===== src/rtl/bnds_pkg.sv =====
`timescale 1ns / 1ps
`default_nettype none
// ---------------------------------------------------------------------------
// Block nesting depth scanner - shared definitions
// Keyword tables, character codes, the depth range and the command that the
// lexer front end passes to the depth back end.
// ---------------------------------------------------------------------------
package bnds_pkg;

	// Depth range; the reported level is the low byte of the depth.
	localparam int unsigned MAX_LEVEL = 255;
	localparam int unsigned DEPTH_W   = $clog2(MAX_LEVEL + 1);
	localparam int unsigned LEVEL_W   = 8;
	localparam int unsigned BYTE_W    = 8;

	// Command queue between front and back.
	localparam int unsigned QUEUE_DEPTH = 4;
	localparam int unsigned QUEUE_AW    = $clog2(QUEUE_DEPTH);
	localparam int unsigned QUEUE_CW    = $clog2(QUEUE_DEPTH + 1);

	// Character codes.
	localparam logic [7:0] CH_NL     = 8'h0A;
	localparam logic [7:0] CH_TAB    = 8'h09;
	localparam logic [7:0] CH_SPACE  = 8'h20;
	localparam logic [7:0] CH_DQUOTE = 8'h22;
	localparam logic [7:0] CH_HASH   = 8'h23;
	localparam logic [7:0] CH_SQUOTE = 8'h27;
	localparam logic [7:0] CH_RPAREN = 8'h29;
	localparam logic [7:0] CH_DOT    = 8'h2E;
	localparam logic [7:0] CH_BSLASH = 8'h5C;
	localparam logic [7:0] CH_UNDER  = 8'h5F;
	localparam logic [7:0] CH_LBRACE = 8'h7B;
	localparam logic [7:0] CH_PIPE   = 8'h7C;
	localparam logic [7:0] CH_RBRACE = 8'h7D;

	// Keyword table.
	localparam int unsigned KW_COUNT = 12;
	localparam int unsigned KW_POS   = 8;
	localparam int unsigned KW_IW    = $clog2(KW_COUNT);

	localparam logic [KW_IW-1:0] KW_BEGIN = 4'd0;
	localparam logic [KW_IW-1:0] KW_DO    = 4'd4;
	localparam logic [KW_IW-1:0] KW_END   = 4'd5;

	localparam logic [7:0] KW_TEXT [KW_COUNT][KW_POS] = '{
		'{"b", "e", "g", "i", "n", 8'h00, 8'h00, 8'h00},
		'{"c", "a", "s", "e", 8'h00, 8'h00, 8'h00, 8'h00},
		'{"c", "l", "a", "s", "s", 8'h00, 8'h00, 8'h00},
		'{"d", "e", "f", 8'h00, 8'h00, 8'h00, 8'h00, 8'h00},
		'{"d", "o", 8'h00, 8'h00, 8'h00, 8'h00, 8'h00, 8'h00},
		'{"e", "n", "d", 8'h00, 8'h00, 8'h00, 8'h00, 8'h00},
		'{"f", "o", "r", 8'h00, 8'h00, 8'h00, 8'h00, 8'h00},
		'{"i", "f", 8'h00, 8'h00, 8'h00, 8'h00, 8'h00, 8'h00},
		'{"m", "o", "d", "u", "l", "e", 8'h00, 8'h00},
		'{"u", "n", "l", "e", "s", "s", 8'h00, 8'h00},
		'{"u", "n", "t", "i", "l", 8'h00, 8'h00, 8'h00},
		'{"w", "h", "i", "l", "e", 8'h00, 8'h00, 8'h00}
	};

	localparam logic [2:0] KW_LEN [KW_COUNT] = '{
		3'd5, 3'd4, 3'd5, 3'd3, 3'd2, 3'd3, 3'd3, 3'd2, 3'd6, 3'd6, 3'd5, 3'd5
	};

	// Keywords that may also close the text.
	localparam logic [KW_COUNT-1:0] KW_EOL = 12'b0000_0011_0001;

	// Depth change carried from front to back.
	typedef enum logic [1:0] {
		STEP_NONE = 2'd0,
		STEP_UP   = 2'd1,
		STEP_DOWN = 2'd2
	} step_t;

	typedef struct packed {
		step_t step;
		logic  last;
	} cmd_t;

	// Whether a byte may follow a fully matched keyword.
	function automatic logic kw_follow_ok(input logic [KW_IW-1:0] k, input logic [7:0] b);
		logic sp;
		sp = (b == CH_SPACE);
		unique case (k)
			KW_BEGIN: return sp || (b == CH_NL) || (b == CH_HASH);
			KW_DO:    return sp || (b == CH_NL) || (b == CH_HASH) || (b == CH_PIPE);
			KW_END:   return sp || (b == CH_NL) || (b == CH_HASH) || (b == CH_DOT)
				|| (b == CH_RPAREN);
			default:  return sp;
		endcase
	endfunction

	function automatic logic is_word_byte(input logic [7:0] b);
		return ((b >= "a") && (b <= "z")) || ((b >= "A") && (b <= "Z"))
			|| ((b >= "0") && (b <= "9")) || (b == CH_UNDER);
	endfunction

endpackage
`default_nettype wire


===== src/rtl/bnds_front.sv =====
`timescale 1ns / 1ps
`default_nettype none
// ---------------------------------------------------------------------------
// Block nesting depth scanner - lexer front end
// Tracks strings, comments and keyword candidates and turns each byte into a
// depth command.
// ---------------------------------------------------------------------------
module bnds_front (
	input  wire logic                          clk,
	input  wire logic                          arst_n,
	input  wire logic                          accept,
	input  wire logic [bnds_pkg::BYTE_W-1:0]   byte_in,
	input  wire logic                          last_in,
	output bnds_pkg::cmd_t                     cmd
);

	typedef enum logic [1:0] {
		MODE_CODE    = 2'd0,
		MODE_STRING  = 2'd1,
		MODE_COMMENT = 2'd2
	} lex_mode_t;

	lex_mode_t                        mode_q, n_mode;
	logic                             dq_q, n_dq;
	logic                             esc_q, n_esc;
	logic                             prev_word_q;
	logic [bnds_pkg::KW_COUNT-1:0]    cand_q, n_cand;
	logic [2:0]                       mc_q, n_mc;

	logic [bnds_pkg::KW_COUNT-1:0]    hit, fol, nm, first, eol_hit;
	bnds_pkg::step_t                  step_a;
	logic                             in_code;

	always_comb begin
		for (int i = 0; i < bnds_pkg::KW_COUNT; i++) begin
			hit[i]   = cand_q[i] && (bnds_pkg::KW_LEN[i] == mc_q);
			fol[i]   = hit[i] && bnds_pkg::kw_follow_ok(bnds_pkg::KW_IW'(i), byte_in);
			nm[i]    = cand_q[i] && (mc_q < bnds_pkg::KW_LEN[i])
				&& (bnds_pkg::KW_TEXT[i][mc_q] == byte_in);
			first[i] = (bnds_pkg::KW_TEXT[i][0] == byte_in);
		end
	end

	always_comb begin
		logic taken;
		taken   = 1'b0;
		n_mode  = mode_q;
		n_dq    = dq_q;
		n_esc   = esc_q;
		n_cand  = cand_q;
		n_mc    = mc_q;
		step_a  = bnds_pkg::STEP_NONE;
		in_code = 1'b0;
		unique case (mode_q)
			MODE_STRING: begin
				if (esc_q) begin
					n_esc = 1'b0;
				end else if (byte_in == bnds_pkg::CH_BSLASH) begin
					n_esc = 1'b1;
				end else if (byte_in == (dq_q ? bnds_pkg::CH_DQUOTE : bnds_pkg::CH_SQUOTE)) begin
					n_mode = MODE_CODE;
				end
			end
			MODE_COMMENT: begin
				if (byte_in == bnds_pkg::CH_NL) begin
					n_mode = MODE_CODE;
				end
			end
			default: begin
				in_code = 1'b1;
				// Resolve or extend the word being matched.
				if (cand_q != '0) begin
					if (hit != '0) begin
						if (fol != '0) begin
							step_a = hit[bnds_pkg::KW_END] ? bnds_pkg::STEP_DOWN
								: bnds_pkg::STEP_UP;
						end
						n_cand = '0;
						n_mc   = '0;
					end else if (nm != '0) begin
						n_cand = nm;
						n_mc   = mc_q + 3'd1;
						taken  = 1'b1;
					end else begin
						n_cand = '0;
						n_mc   = '0;
					end
				end
				if (!taken) begin
					if ((byte_in == bnds_pkg::CH_DQUOTE) || (byte_in == bnds_pkg::CH_SQUOTE)) begin
						n_mode = MODE_STRING;
						n_dq   = (byte_in == bnds_pkg::CH_DQUOTE);
						n_esc  = 1'b0;
					end else if (byte_in == bnds_pkg::CH_HASH) begin
						n_mode = MODE_COMMENT;
					end else if ((byte_in == bnds_pkg::CH_NL) || (byte_in == bnds_pkg::CH_SPACE)
						|| (byte_in == bnds_pkg::CH_TAB)) begin
						n_mode = mode_q;
					end else begin
						if (!prev_word_q && (first != '0)) begin
							n_cand = first;
							n_mc   = 3'd1;
						end
						if (byte_in == bnds_pkg::CH_LBRACE) begin
							step_a = bnds_pkg::STEP_UP;
						end else if (byte_in == bnds_pkg::CH_RBRACE) begin
							step_a = bnds_pkg::STEP_DOWN;
						end
					end
				end
			end
		endcase
	end

	// A keyword completed by the final byte counts only where end of text
	// is an allowed follower.
	always_comb begin
		for (int i = 0; i < bnds_pkg::KW_COUNT; i++) begin
			eol_hit[i] = n_cand[i] && (bnds_pkg::KW_LEN[i] == n_mc) && bnds_pkg::KW_EOL[i];
		end
		cmd.last = last_in;
		if (in_code && last_in && (eol_hit != '0)) begin
			cmd.step = eol_hit[bnds_pkg::KW_END] ? bnds_pkg::STEP_DOWN : bnds_pkg::STEP_UP;
		end else begin
			cmd.step = step_a;
		end
	end

	always_ff @(posedge clk or negedge arst_n) begin
		if (!arst_n) begin
			mode_q      <= MODE_CODE;
			dq_q        <= 1'b0;
			esc_q       <= 1'b0;
			prev_word_q <= 1'b0;
			cand_q      <= '0;
			mc_q        <= '0;
		end else if (accept) begin
			if (last_in) begin
				mode_q      <= MODE_CODE;
				dq_q        <= 1'b0;
				esc_q       <= 1'b0;
				prev_word_q <= 1'b0;
				cand_q      <= '0;
				mc_q        <= '0;
			end else begin
				mode_q      <= n_mode;
				dq_q        <= n_dq;
				esc_q       <= n_esc;
				prev_word_q <= bnds_pkg::is_word_byte(byte_in);
				cand_q      <= n_cand;
				mc_q        <= n_mc;
			end
		end
	end

endmodule
`default_nettype wire


===== src/rtl/bnds_queue.sv =====
`timescale 1ns / 1ps
`default_nettype none
// ---------------------------------------------------------------------------
// Block nesting depth scanner - command queue
// Small first-in first-out store of depth commands between front and back.
// ---------------------------------------------------------------------------
module bnds_queue (
	input  wire logic            clk,
	input  wire logic            arst_n,
	input  wire logic            push,
	input  bnds_pkg::cmd_t       push_cmd,
	input  wire logic            pop,
	output bnds_pkg::cmd_t       pop_cmd,
	output logic                 full,
	output logic                 empty
);

	bnds_pkg::cmd_t                  mem_q [bnds_pkg::QUEUE_DEPTH];
	logic [bnds_pkg::QUEUE_AW-1:0]   wr_q;
	logic [bnds_pkg::QUEUE_AW-1:0]   rd_q;
	logic [bnds_pkg::QUEUE_CW-1:0]   count_q;

	assign full    = (count_q == bnds_pkg::QUEUE_CW'(bnds_pkg::QUEUE_DEPTH));
	assign empty   = (count_q == '0);
	assign pop_cmd = mem_q[rd_q];

	always_ff @(posedge clk) begin
		if (push) begin
			mem_q[wr_q] <= push_cmd;
		end
	end

	always_ff @(posedge clk or negedge arst_n) begin
		if (!arst_n) begin
			wr_q    <= '0;
			rd_q    <= '0;
			count_q <= '0;
		end else begin
			if (push) begin
				wr_q <= wr_q + 1'b1;
			end
			if (pop) begin
				rd_q <= rd_q + 1'b1;
			end
			if (push && !pop) begin
				count_q <= count_q + 1'b1;
			end else if (pop && !push) begin
				count_q <= count_q - 1'b1;
			end
		end
	end

	a_no_overflow: assert property (@(posedge clk) disable iff (!arst_n)
		full && !pop |-> !push)
		else $error("command pushed into a full queue");

	a_no_underflow: assert property (@(posedge clk) disable iff (!arst_n)
		empty |-> !pop)
		else $error("command popped from an empty queue");

	a_count_track: assert property (@(posedge clk) disable iff (!arst_n)
		push && !pop |=> count_q == $past(count_q) + 1'b1)
		else $error("queue fill count lost a push");

endmodule
`default_nettype wire


===== src/rtl/bnds_back.sv =====
`timescale 1ns / 1ps
`default_nettype none
// ---------------------------------------------------------------------------
// Block nesting depth scanner - depth back end
// Applies depth commands with a floor at zero and saturation, clears the depth
// after the final item of a text, and holds the level in the output register.
// ---------------------------------------------------------------------------
module bnds_back (
	input  wire logic                          clk,
	input  wire logic                          arst_n,
	input  wire logic                          cmd_avail,
	input  bnds_pkg::cmd_t                     cmd,
	output logic                               cmd_pop,
	output logic                               out_valid,
	input  wire logic                          out_ready,
	output logic [bnds_pkg::LEVEL_W-1:0]       out_level
);

	logic [bnds_pkg::DEPTH_W-1:0]                     depth_q;
	logic [bnds_pkg::DEPTH_W-1:0]                     n_depth;
	logic [bnds_pkg::DEPTH_W+bnds_pkg::LEVEL_W-1:0]   depth_ext;
	logic                                             valid_q;
	logic [bnds_pkg::LEVEL_W-1:0]                     level_q;

	assign cmd_pop   = cmd_avail && (!valid_q || out_ready);
	assign out_valid = valid_q;
	assign out_level = level_q;

	always_comb begin
		n_depth = depth_q;
		unique case (cmd.step)
			bnds_pkg::STEP_UP: begin
				if (depth_q < bnds_pkg::DEPTH_W'(bnds_pkg::MAX_LEVEL)) begin
					n_depth = depth_q + 1'b1;
				end
			end
			bnds_pkg::STEP_DOWN: begin
				if (depth_q != '0) begin
					n_depth = depth_q - 1'b1;
				end
			end
			default: begin
				n_depth = depth_q;
			end
		endcase
		depth_ext = {{bnds_pkg::LEVEL_W{1'b0}}, n_depth};
	end

	always_ff @(posedge clk or negedge arst_n) begin
		if (!arst_n) begin
			depth_q <= '0;
			valid_q <= 1'b0;
		end else begin
			if (cmd_pop) begin
				depth_q <= cmd.last ? '0 : n_depth;
				valid_q <= 1'b1;
			end else if (out_ready) begin
				valid_q <= 1'b0;
			end
		end
	end

	always_ff @(posedge clk) begin
		if (cmd_pop) begin
			level_q <= depth_ext[bnds_pkg::LEVEL_W-1:0];
		end
	end

	a_depth_range: assert property (@(posedge clk) disable iff (!arst_n)
		depth_q <= bnds_pkg::DEPTH_W'(bnds_pkg::MAX_LEVEL))
		else $error("depth beyond its saturation level");

	a_last_clears: assert property (@(posedge clk) disable iff (!arst_n)
		cmd_pop && cmd.last |=> depth_q == '0)
		else $error("depth not cleared after the final item of a text");

endmodule
`default_nettype wire


===== src/rtl/block_nesting_depth_scanner.sv =====
`timescale 1ns / 1ps
`default_nettype none
// ---------------------------------------------------------------------------
// Block nesting depth scanner
// Reads source text one byte per item and reports the block nesting depth
// after every byte.
// ---------------------------------------------------------------------------
//
//  Channel   Direction  Payload                         Handshake
//  s_*       in         tdata[7:0] byte_req, tlast last  tvalid/tready
//  m_*       out        tdata[7:0] level                 tvalid/tready
//
// One item is taken per clock cycle while the queue is not full; each
// item gives exactly one result. Each accepted item's command is queued;
// the back end pops it and registers its level when the output side is free.
// The lexer front end updates its state in the cycle it accepts a byte and
// queues a depth command in a four-entry queue; the back end applies it.
// s_tready falls only when that queue is full, so the front keeps taking
// bytes while a result waits for m_tready.
// arst_n clears the lexer, the queue and the depth; tlast clears the lexer
// and the depth once the last byte of a text has been processed.
//
// Lexing follows the usual rules: quoted strings (single or double, with
// backslash escapes) and comments from '#' to the newline are skipped.
// A keyword is matched byte by byte against the table from a word boundary;
// the byte after a complete keyword decides whether it counts, and for
// begin, do and end the end of the text counts as well. Braces count
// directly. The depth never drops below zero and saturates at MAX_LEVEL.
// ---------------------------------------------------------------------------
module block_nesting_depth_scanner (
	input  wire logic        clk,
	input  wire logic        arst_n,
	// Input stream
	input  wire logic        s_tvalid,
	output logic             s_tready,
	input  wire logic [7:0]  s_tdata,   // [7:0] byte_req
	input  wire logic        s_tlast,   // last
	// Output stream
	output logic             m_tvalid,
	input  wire logic        m_tready,
	output logic [7:0]       m_tdata    // [7:0] level
);

	logic            accept;
	bnds_pkg::cmd_t  front_cmd;
	bnds_pkg::cmd_t  back_cmd;
	logic            q_full;
	logic            q_empty;
	logic            q_pop;

	assign s_tready = !q_full;
	assign accept   = s_tvalid && s_tready;

	bnds_front u_front (
		.clk     (clk),
		.arst_n  (arst_n),
		.accept  (accept),
		.byte_in (s_tdata),
		.last_in (s_tlast),
		.cmd     (front_cmd)
	);

	bnds_queue u_queue (
		.clk      (clk),
		.arst_n   (arst_n),
		.push     (accept),
		.push_cmd (front_cmd),
		.pop      (q_pop),
		.pop_cmd  (back_cmd),
		.full     (q_full),
		.empty    (q_empty)
	);

	bnds_back u_back (
		.clk       (clk),
		.arst_n    (arst_n),
		.cmd_avail (!q_empty),
		.cmd       (back_cmd),
		.cmd_pop   (q_pop),
		.out_valid (m_tvalid),
		.out_ready (m_tready),
		.out_level (m_tdata)
	);

endmodule
`default_nettype wire


===== config.mk =====
export PLATFORM = sky130hd
export DESIGN_NAME = block_nesting_depth_scanner
export DESIGN_NICKNAME = d
export VERILOG_FILES = /design/src/rtl/bnds_pkg.sv /design/src/rtl/bnds_front.sv /design/src/rtl/bnds_queue.sv /design/src/rtl/bnds_back.sv /design/src/rtl/block_nesting_depth_scanner.sv
export SDC_FILE = /design/constraint.sdc
export NUM_CORES = 1
export LEC_CHECK = 0
export BUFFER_PORTS_ARGS = -buffer_cell sky130_fd_sc_hd__buf_2
export CAP_MARGIN = 20
export CORE_ASPECT_RATIO = 0.5
export CORE_MARGIN = 3
export CORE_UTILIZATION = 40
export CTS_CLUSTER_DIAMETER = 150
export DETAILED_ROUTE_END_ITERATION = 8
export HOLD_SLACK_MARGIN = 0.02
export PLACE_DENSITY = 0.58
export SLEW_MARGIN = 20
export SYNTH_ARGS = -nofsm -noshare
export SYNTH_HDL_FRONTEND = slang
export SYNTH_SLANG_ARGS = --single-unit

===== constraint.sdc =====
create_clock -name clk -period 8.9 [get_ports clk]
set_input_delay 0.89 -clock clk [delete_from_list [all_inputs] [get_ports clk]]
set_output_delay 0.89 -clock clk [all_outputs]
set_load 0.005 [all_outputs]

== Word-level counts from Yosys, hierarchy flattened ==
Memory sizes are Yosys's and may differ from the RTL's.
Index checks and enable logic that the tools add are counted.
W data, S select, Z words.

* Logic and storage cells: 293
* Flip-flop bits (word level): 44
* Memories kept: 13
* Input bits: 13
* Bits in writable memories: 12
* Bits in read-only memories: 768
* Output and inout bits: 10

* Equality and inequality tests: 57
* Bitwise gates (word level): 1
* Reduce and logical (&&, ||, !) cells: 96
* Muxes and demuxes: 93
* Magnitude comparators: 13
* $add $sub $neg: 7

{| class="wikitable"
|+ Memories
! name !! depth !! width !! read ports !! clocked after Yosys merged registers in !! wr ports !! line !! source
|-
| (no name shown) || 8 || 8 || 1 || 0 || 0 || bnds_front.sv:39 || <nowiki>&& (bnds_pkg::KW_TEXT[i][mc_q] == byte_in);</nowiki>
|-
| (no name shown) || 8 || 8 || 1 || 0 || 0 || bnds_front.sv:39 ||
|-
| (no name shown) || 8 || 8 || 1 || 0 || 0 || bnds_front.sv:39 ||
|-
| (no name shown) || 8 || 8 || 1 || 0 || 0 || bnds_front.sv:39 ||
|-
| (no name shown) || 8 || 8 || 1 || 0 || 0 || bnds_front.sv:39 ||
|-
| (no name shown) || 8 || 8 || 1 || 0 || 0 || bnds_front.sv:39 ||
|-
| 7 more memories || - || - || - || - || - || - ||
|}

{| class="wikitable"
|+ Operators by type and width
! operator !! count
|-
| $mux W8 || 27
|-
| $mux W12 || 10
|-
| $eq A8 B8 Y1 || 13
|-
| $eq A7 B8 Y1 const A || 9
|-
| $logic_and A1 B1 Y1 || 61
|-
| $reduce_bool A12 Y1 || 5
|-
| $eq A8 B6 Y1 const B || 6
|-
| $mux W2 || 21
|-
| $eq A8 B7 Y1 const B || 5
|-
| $mux W3 || 13
|-
| $mux W1 || 19
|-
| $eq A8 B4 Y1 const B || 2
|-
| $ge A8 B7 Y1 const B || 2
|-
| $le A8 B7 Y1 const B || 2
|-
| $pmux W8 S2 || 1
|-
| $eq A2 B3 Y1 const A || 4
|-
| $eq A3 B3 Y1 const A || 4
|-
| $logic_or A1 B1 Y1 || 11
|-
| $lt A3 B3 Y1 const B || 3
|-
| $ne A3 B3 Y1 const B || 3
|-
| $add A8 B1 Y8 const B || 1
|-
| $ge A8 B6 Y1 const B || 1
|-
| $le A8 B6 Y1 const B || 1
|-
| $lt A8 B8 Y1 const B || 1
|-
| other kinds (26) || 42
|}

== Longest topological paths before layout ==
Gate-level depths: netlist of run 1.

* Word-level depth: 21
* Mapped depth: 14
* Mapped depth without buffers: 11

== Cells and area by module ==
Synthesis of run 1 repeated with hierarchy kept, for this count alone.

* Cells, all modules: 591
* Area total of the unflattened synthesis: 5002.3 sq um

{| class="wikitable"
|+ Modules (own cells, without submodules)
! module !! area each (sq um) !! seq. area each (sq um) !! cells each !! instances
|-
| bnds_front || 2919.0 || 500.5 || 398 || 1
|-
| bnds_back || 1239.9 || 465.4 || 140 || 1
|-
| bnds_queue || 829.5 || 535.5 || 50 || 1
|-
| block_nesting_depth_scanner || 13.8 || 0.0 || 3 || 1
|}

== Least setup slack after synthesis of run 1 ==
No wires, ideal clock.

* Path type: register -> register
* From: register u_front.mc_q[0]
* To: memory u_queue.mem_q[0][1] (netlist bit), data pin
* Period minus slack after synthesis: 3.724 ns
* Path buffers: 3
* Slack: 5.176 ns
* Setup time: 0.271 ns
* Stages on the path, launching flop included: 15
* Data arrival time: 3.453 ns
* Data required time: 8.629 ns
* Cells stage by stage: dfrtp_1 > buf_2 > inv_1 > ha_1 > clkbuf_1 > nor2_1 > o22ai_1 > nand2_1 > and4b_1 > or4_1 > buf_2 > or3_4 > a311oi_4 > nor4bb_1 > o311a_1

{| class="wikitable"
|+ RTL lines
! element !! line !! source
|-
| from (decl) || bnds_front.sv:28 || <nowiki>logic [2:0] mc_q, n_mc;</nowiki>
|-
| from (signal assigned) || bnds_front.sv:151 || <nowiki>mc_q <= n_mc;</nowiki>
|-
| to (decl) || bnds_queue.sv:18 || <nowiki>bnds_pkg::cmd_t mem_q [bnds_pkg::QUEUE_DEPTH];</nowiki>
|}

==> impl_metrics.ini, run 1 <==
[outcome]
status = finished, final reports clean

[global_route]
grt_pass1_wl_um = 23100
antenna_found_initial = 0
grt_use_total_pct = 21.40
grt_pass1_vias = 4103
grt_max_degree = 41
grt-ovfl-total = 0

[logic_synthesis]
synth_cells = 580
yosysTopAreaCell = dfrtp_1
synth_seq_area_share_pct = 31.48
syn_nets = 614
synth_ff_type = dfrtp_1
yosys_warnings = 0
synth_enable_flop_cells = 20
syn_area_um2 = 4770
syn_avg_cell_area_um2 = 8.223
synthTopCellsByArea = dfrtp_1 19%, edfxtp_1 13%, ha_1 5.2%
yosys_register_bits = 56
async_reset_ff_share_pct = 64.29
yosysUniqueCellTypes = 82
synth_top_area_share_pct = 18.89

[place]
finalWeightedCongestion = 1.027
post-place-ws_ns = 4.467
hpwl_um = 10460
dp_cells = 727
port_buffers = 22
place_area_um2 = 4945

[setup_path]
r2r-start = u_front.mc_q[0]
rr_endpoint = u_queue.mem_q[1][1]
startpoint_type = flop
arrival_ns = 4.63
reg2reg_setup_slack_ns = 4.30
reg2reg_depth = 11
path_class = flop to flop
worstPathMaxFanout = 17
required_ns = 8.93
end_kind = flop

[layout]
fin_area_um2 = 5096
nets = 609
drive_gt1_share_pct = 9.201
stdcell_count = 735
area_growth_pct = 6.847
diodes = 0
fillers = 1138

[cts]
cts_root_buf = clkbuf_16
cts_tree = done
htreeDepth = 2
cts_sinks = 56
clk_latency_ns = 0.30
cts-buffers-inserted = 5
holdBufCountCts = 0
postCtsSetupBuffers = 0
path_clk_slew_ns = 0.08
clockBufferDepth = 2
post_cts_resized = 0

[sta]
setup_viol = 0
fin_crit_ns = 4.600
period_share_pct = 51.69
hold_viol_final = 0
fin_skew_ns = 0.006746
slew_viol_final = 0
tightest_slew_ns = 0.9086
slew_headroom_pct = 39.43
fmax_mhz = 217.4
fin_tns_setup_ns = 0
rsz0062_at_grt = false
finalWorstSetupSlack_ns = 4.300

[min_path]
hold_end = u_front.esc_q
hp-class = flop to flop
min-delay-start = u_front.esc_q
hold_depth = 1

[power_and_ir_drop]
ir_drop_mv = 0.1525
leakagePower_nw = 1.958
p_total_mw = 1.178
p_per_area_nw_per_um2 = 231.2

[route]
avgRoutedWirePerCell_um = 19.67
drc = 0
drtIter0Drc = 638
via_per_inst = 6.176
postRouteAntennaNets = 0
wl_um = 14460
drt_first_pass_iters = 5
via_count = 4539

[die]
core_area_um2 = 11320
fp.dieH_um = 83.22
io_pins = 23
num_rows = 27
dieArea_um2 = 13350
start_util_pct = 42.14
die_w_um = 160.4

[job]
cap_violations = 0
==> critical path: stages, from the launching register on <==
cell	delay (ns)
dfrtp_1	0.72
inv_1	0.30
ha_1	0.47
or3b_1	0.42
a211o_1	0.29
a221oi_1	0.57
nand4_1	0.33
nand3_1	0.31
or3_4	0.20
a311oi_4	0.11
nor4b_2	0.21
o311a_1	0.41
==> layout by cell type (no fill, tap or decap), types with 18 or more instances in the layout <==
cell type / instances
inv_1: 21
dfrtp_1: 36
nor2_1: 47
nand2_1: 59
edfxtp_1: 20
xnor2_1: 18
o21ai_0: 32
a21oi_1: 32
buf_2: 22
ha_1: 20
nand4_1: 20
==> layout make-up <==
type	count	area (um2)	share of cell area [%]
clock buffers	5	125.1	2.455
clock inverters	3	26.28	0.5156
inverters	25	93.84	1.841
multi-input cells	460	3003	58.92
flip-flops and latches	56	1501	29.46
well taps	159	198.9	3.904
repair buffers	27	147.6	2.897
==> power breakdown <==
part	switching [mW]	internal (mW)
registers	0.0678	0.350
logic	0.351	0.203
clock network	0.100	0.107
total	0.519	0.660
==> cells by family after synthesis <==
group	count (synthesis)	share of synthesized area, %
mux	8	2.492
buf+inv	64	5.561
xor+xnor	30	5.509
compound gates	165	23.27
fa+ha+maj	21	5.666
flops	56	31.48
simple gates	236	26.02
==> per-stage QoR <==
stage	hold WS, ns	utilization, %
after floorplan	0.4682	-
after global placement	0.4913	43.69
after detailed placement	0.5015	43.69
after CTS	0.5173	45.03
after global routing	0.5441	45.03
final	0.5122	45.03
==> layer usage <==
metal	routed length [um]	part of all wire (%)	GRT usage (%)	up-vias
li1	-	-	-	2124
met3	1322	9.1	4.185	28
met4	316	2.2	4.882	0
met2	6142	42	31.79	244
met1	6675	46	31.84	2143
met5	0	0	0	-
==> synth_stat cells (all sizes together), types with 12 or more instances <==
cell	count
nand2	59
o21ai	49
nor2	47
dfrtp	36
a21oi	33
inv	24
clkbuf	23
edfxtp	20
ha	20
nand4	20
nor3	18
xnor2	18
buf	16
nand3	16
and3	15
xor2	12
==> registers in the layout, summed over array words and instances (netlist names) <==
signal               flops
u_front.prev_word_q      1
u_front.esc_q            1
u_back.out_level         8
u_front.dq_q             1
u_front.mode_q           2
u_queue.count_q          3
u_back.depth_q           8
u_back.out_valid         1
u_queue.rd_q             2
u_queue.mem_q           12
u_queue.wr_q             2
u_front.mc_q             3
u_front.cand_q          12
==> worst max-delay path by stage <==
| stage | from | endpoint | slack, ns | cells past startpoint |
|---|---|---|---|---|
| detailed placement | s_tdata[2] | u_queue.mem_q[0][1] | 4.47 | 10 |
| finish | u_front.mc_q[0] | u_queue.mem_q[1][1] | 4.30 | 11 |
| floorplan | u_front.mc_q[0] | u_queue.mem_q[0][1] | 5.18 | 14 |
| CTS | u_front.mc_q[0] | u_queue.mem_q[1][1] | 4.45 | 11 |
| global placement | u_front.mc_q[0] | u_queue.mem_q[0][1] | 4.49 | 11 |
| global route | u_front.mc_q[0] | u_queue.mem_q[0][1] | 4.11 | 11 |
(Power assumes the default switching activity.)
==> inputs of run 2 (changes only) <==
- PLACE_DENSITY: 0.58 -> 0.6
- clock period: 8.9 -> 4.08 ns (I/O delays scaled with it)
==> impl_metrics.ini, run 2 (same netlist as run 1, synthesis figures left out) <==
[outcome]
status = finished, final reports clean

[cts]
cts_tree = done
path_clk_slew_ns = 0.07
htreeDepth = 2
clk_latency_ns = 0.30
postCtsSetupBuffers = 0
clockBufferDepth = 2
cts_sinks = 56
holdBufCountCts = 0
post_cts_resized = 0
cts-buffers-inserted = 5
cts_root_buf = clkbuf_16

[min_path]
hp-class = input port to asynchronous set/reset pin

[global_route]
grt-ovfl-total = 0
grt_max_degree = 37
grt_pass1_wl_um = 23380
grt_pass1_vias = 4260
antenna_found_initial = 0
grt_use_total_pct = 21.67

[setup_path]
arrival_ns = 3.90
worstPathMaxFanout = 12
required_ns = 4.12
path_class = flop to flop
path_buf_inv = 1
end_kind = flop
startpoint_type = flop
critPathMaxStageDelay_ns = 0.63
startpoint = u_front.mc_q[1]
r2r-start = u_front.mc_q[1]
cp_top_family = simple AND/OR/NAND/NOR gates
path_cells = inv_2 > ha_1 > nor2b_1 > nor3_1 > o211a_1 > o21bai_1 > or4_1 > or3_4 > a311oi_4 > nor4bb_1 > o311a_1
slowest_stage = or4_1

[route]
highest_layer = met4
wl_um = 14360
drc = 0
route.met2.wl_um = 6220
drt-met1-wl_um = 6481
drt_first_pass_iters = 6
drtIter0Drc = 528
wl_met3_um = 1434
via_per_inst = 6.036
avgRoutedWirePerCell_um = 18.94
via_count = 4575
postRouteAntennaNets = 0

[power_and_ir_drop]
p_int_mw = 1.513
power_frac_comb_pct = 46.3
p_sw_mw = 1.123
clockPowerShare_pct = 19.3
p_per_area_nw_per_um2 = 498.3
p_sw_share_pct = 42.60
power_frac_seq_pct = 34.4
leakagePower_nw = 2.088
ir_drop_mv = 0.2511

[sta]
tightest_slew_ns = 0.8886
hold_viol_final = 0
fmax_mhz = 259.1
setup_viol = 0
fin_skew_ns = 0.005571
finalWorstSetupSlack_ns = 0.2199
slew_viol_final = 0
fin_tns_setup_ns = 0
rsz0062_at_grt = false
fin_crit_ns = 3.860
slew_headroom_pct = 40.76
period_share_pct = 94.61

[die]
num_rows = 27
io_pins = 23
dieArea_um2 = 13350
core_area_um2 = 11320
fp.dieH_um = 83.22
die_w_um = 160.4
start_util_pct = 42.14

[layout]
fin_area_um2 = 5289
drive_gt1_share_pct = 12.69
nets = 632
fillers = 1108
diodes = 0
area_growth_pct = 10.89
layout_common_cells = 59 x nand2_1, 47 x nor2_1, 36 x dfrtp_1, 33 x o21ai_0, 32 x a21oi_1
final_common_cell = nand2_1
largestRegisters = u_front.cand_q x12, u_queue.mem_q x12

[place]
port_buffers = 22
post-place-ws_ns = 0.2782
hpwl_um = 10810
finalWeightedCongestion = 1.023
place_area_um2 = 5117

[job]
cap_violations = 0
-- run 2: changes by cell type in the layout (fill, tap and decap cells not counted), sizes merged --
cell and change:
clkinv +1, bufinv +1, buf +23, clkinvlp -2
-- run 2: stage by stage --
stage                     util [%]  cells  hold WS (ns)  total power, mW
after floorplan                  -    580        0.1124            1.792
after global placement       45.22    750        0.4959            2.119
after detailed placement     45.22    750        0.4939            2.123
after CTS                    46.73    758        0.2718            2.640
after global routing         46.73    758        0.2942            2.852
final                        46.73    758        0.2302            2.635
-- run 2: layout make-up --
cell class / count / area, um2 / share of cell area (%)
Tap cell: 159 / 198.9 / 3.762
Multi-Input combinational cell: 460 / 3003 / 56.78
Clock inverter: 3 / 46.29 / 0.8753
Sequential cell: 56 / 1501 / 28.39
Timing Repair Buffer: 50 / 320.3 / 6.056
Inverter: 25 / 93.84 / 1.774
Clock buffer: 5 / 125.1 / 2.366
-- run 2: power groups by stage --
stage / clock network [mW] / registers (mW) / logic, mW
3_3_place_gp: 0 / 0.917 / 1.20
2_1_floorplan: 0 / 0.856 / 0.937
3_5_place_dp: 0 / 0.915 / 1.21
6_report: 0.509 / 0.907 / 1.22
4_1_cts: 0.522 / 0.905 / 1.21
5_1_grt: 0.552 / 0.931 / 1.37
-- run 2: metal layers --
metal | global-route usage (%) | vias up
met2 | 33.32 | 239
met1 | 31.19 | 2136
li1 | - | 2180
met3 | 4.136 | 20
met5 | 0 | -
met4 | 5.433 | 0
-- run 2: worst paths after layout --
check                                      end  slack (ns)  cells past startpoint
hold reg to reg            u_front.prev_word_q        0.53                      2
setup reg to reg           u_queue.mem_q[3][1]        0.22                     11
hold / removal               u_back.depth_q[6]        0.23                      1
min in group clk              u_back.out_valid        0.40                      3
max in group asynchronous    u_front.cand_q[7]        3.30                      1
setup / recovery           u_queue.mem_q[3][1]        0.22                     11
-- run 2: worst reg2reg max path: cells and delay by family, from the launching register on --
| family | cells | cell delay (ns) |
|---|---|---|
| buf+inv | 1 | 0.11 |
| fa+ha+maj | 1 | 0.40 |
| compound gates | 4 | 1.09 |
| flops | 1 | 0.39 |
| simple gates | 5 | 1.61 |
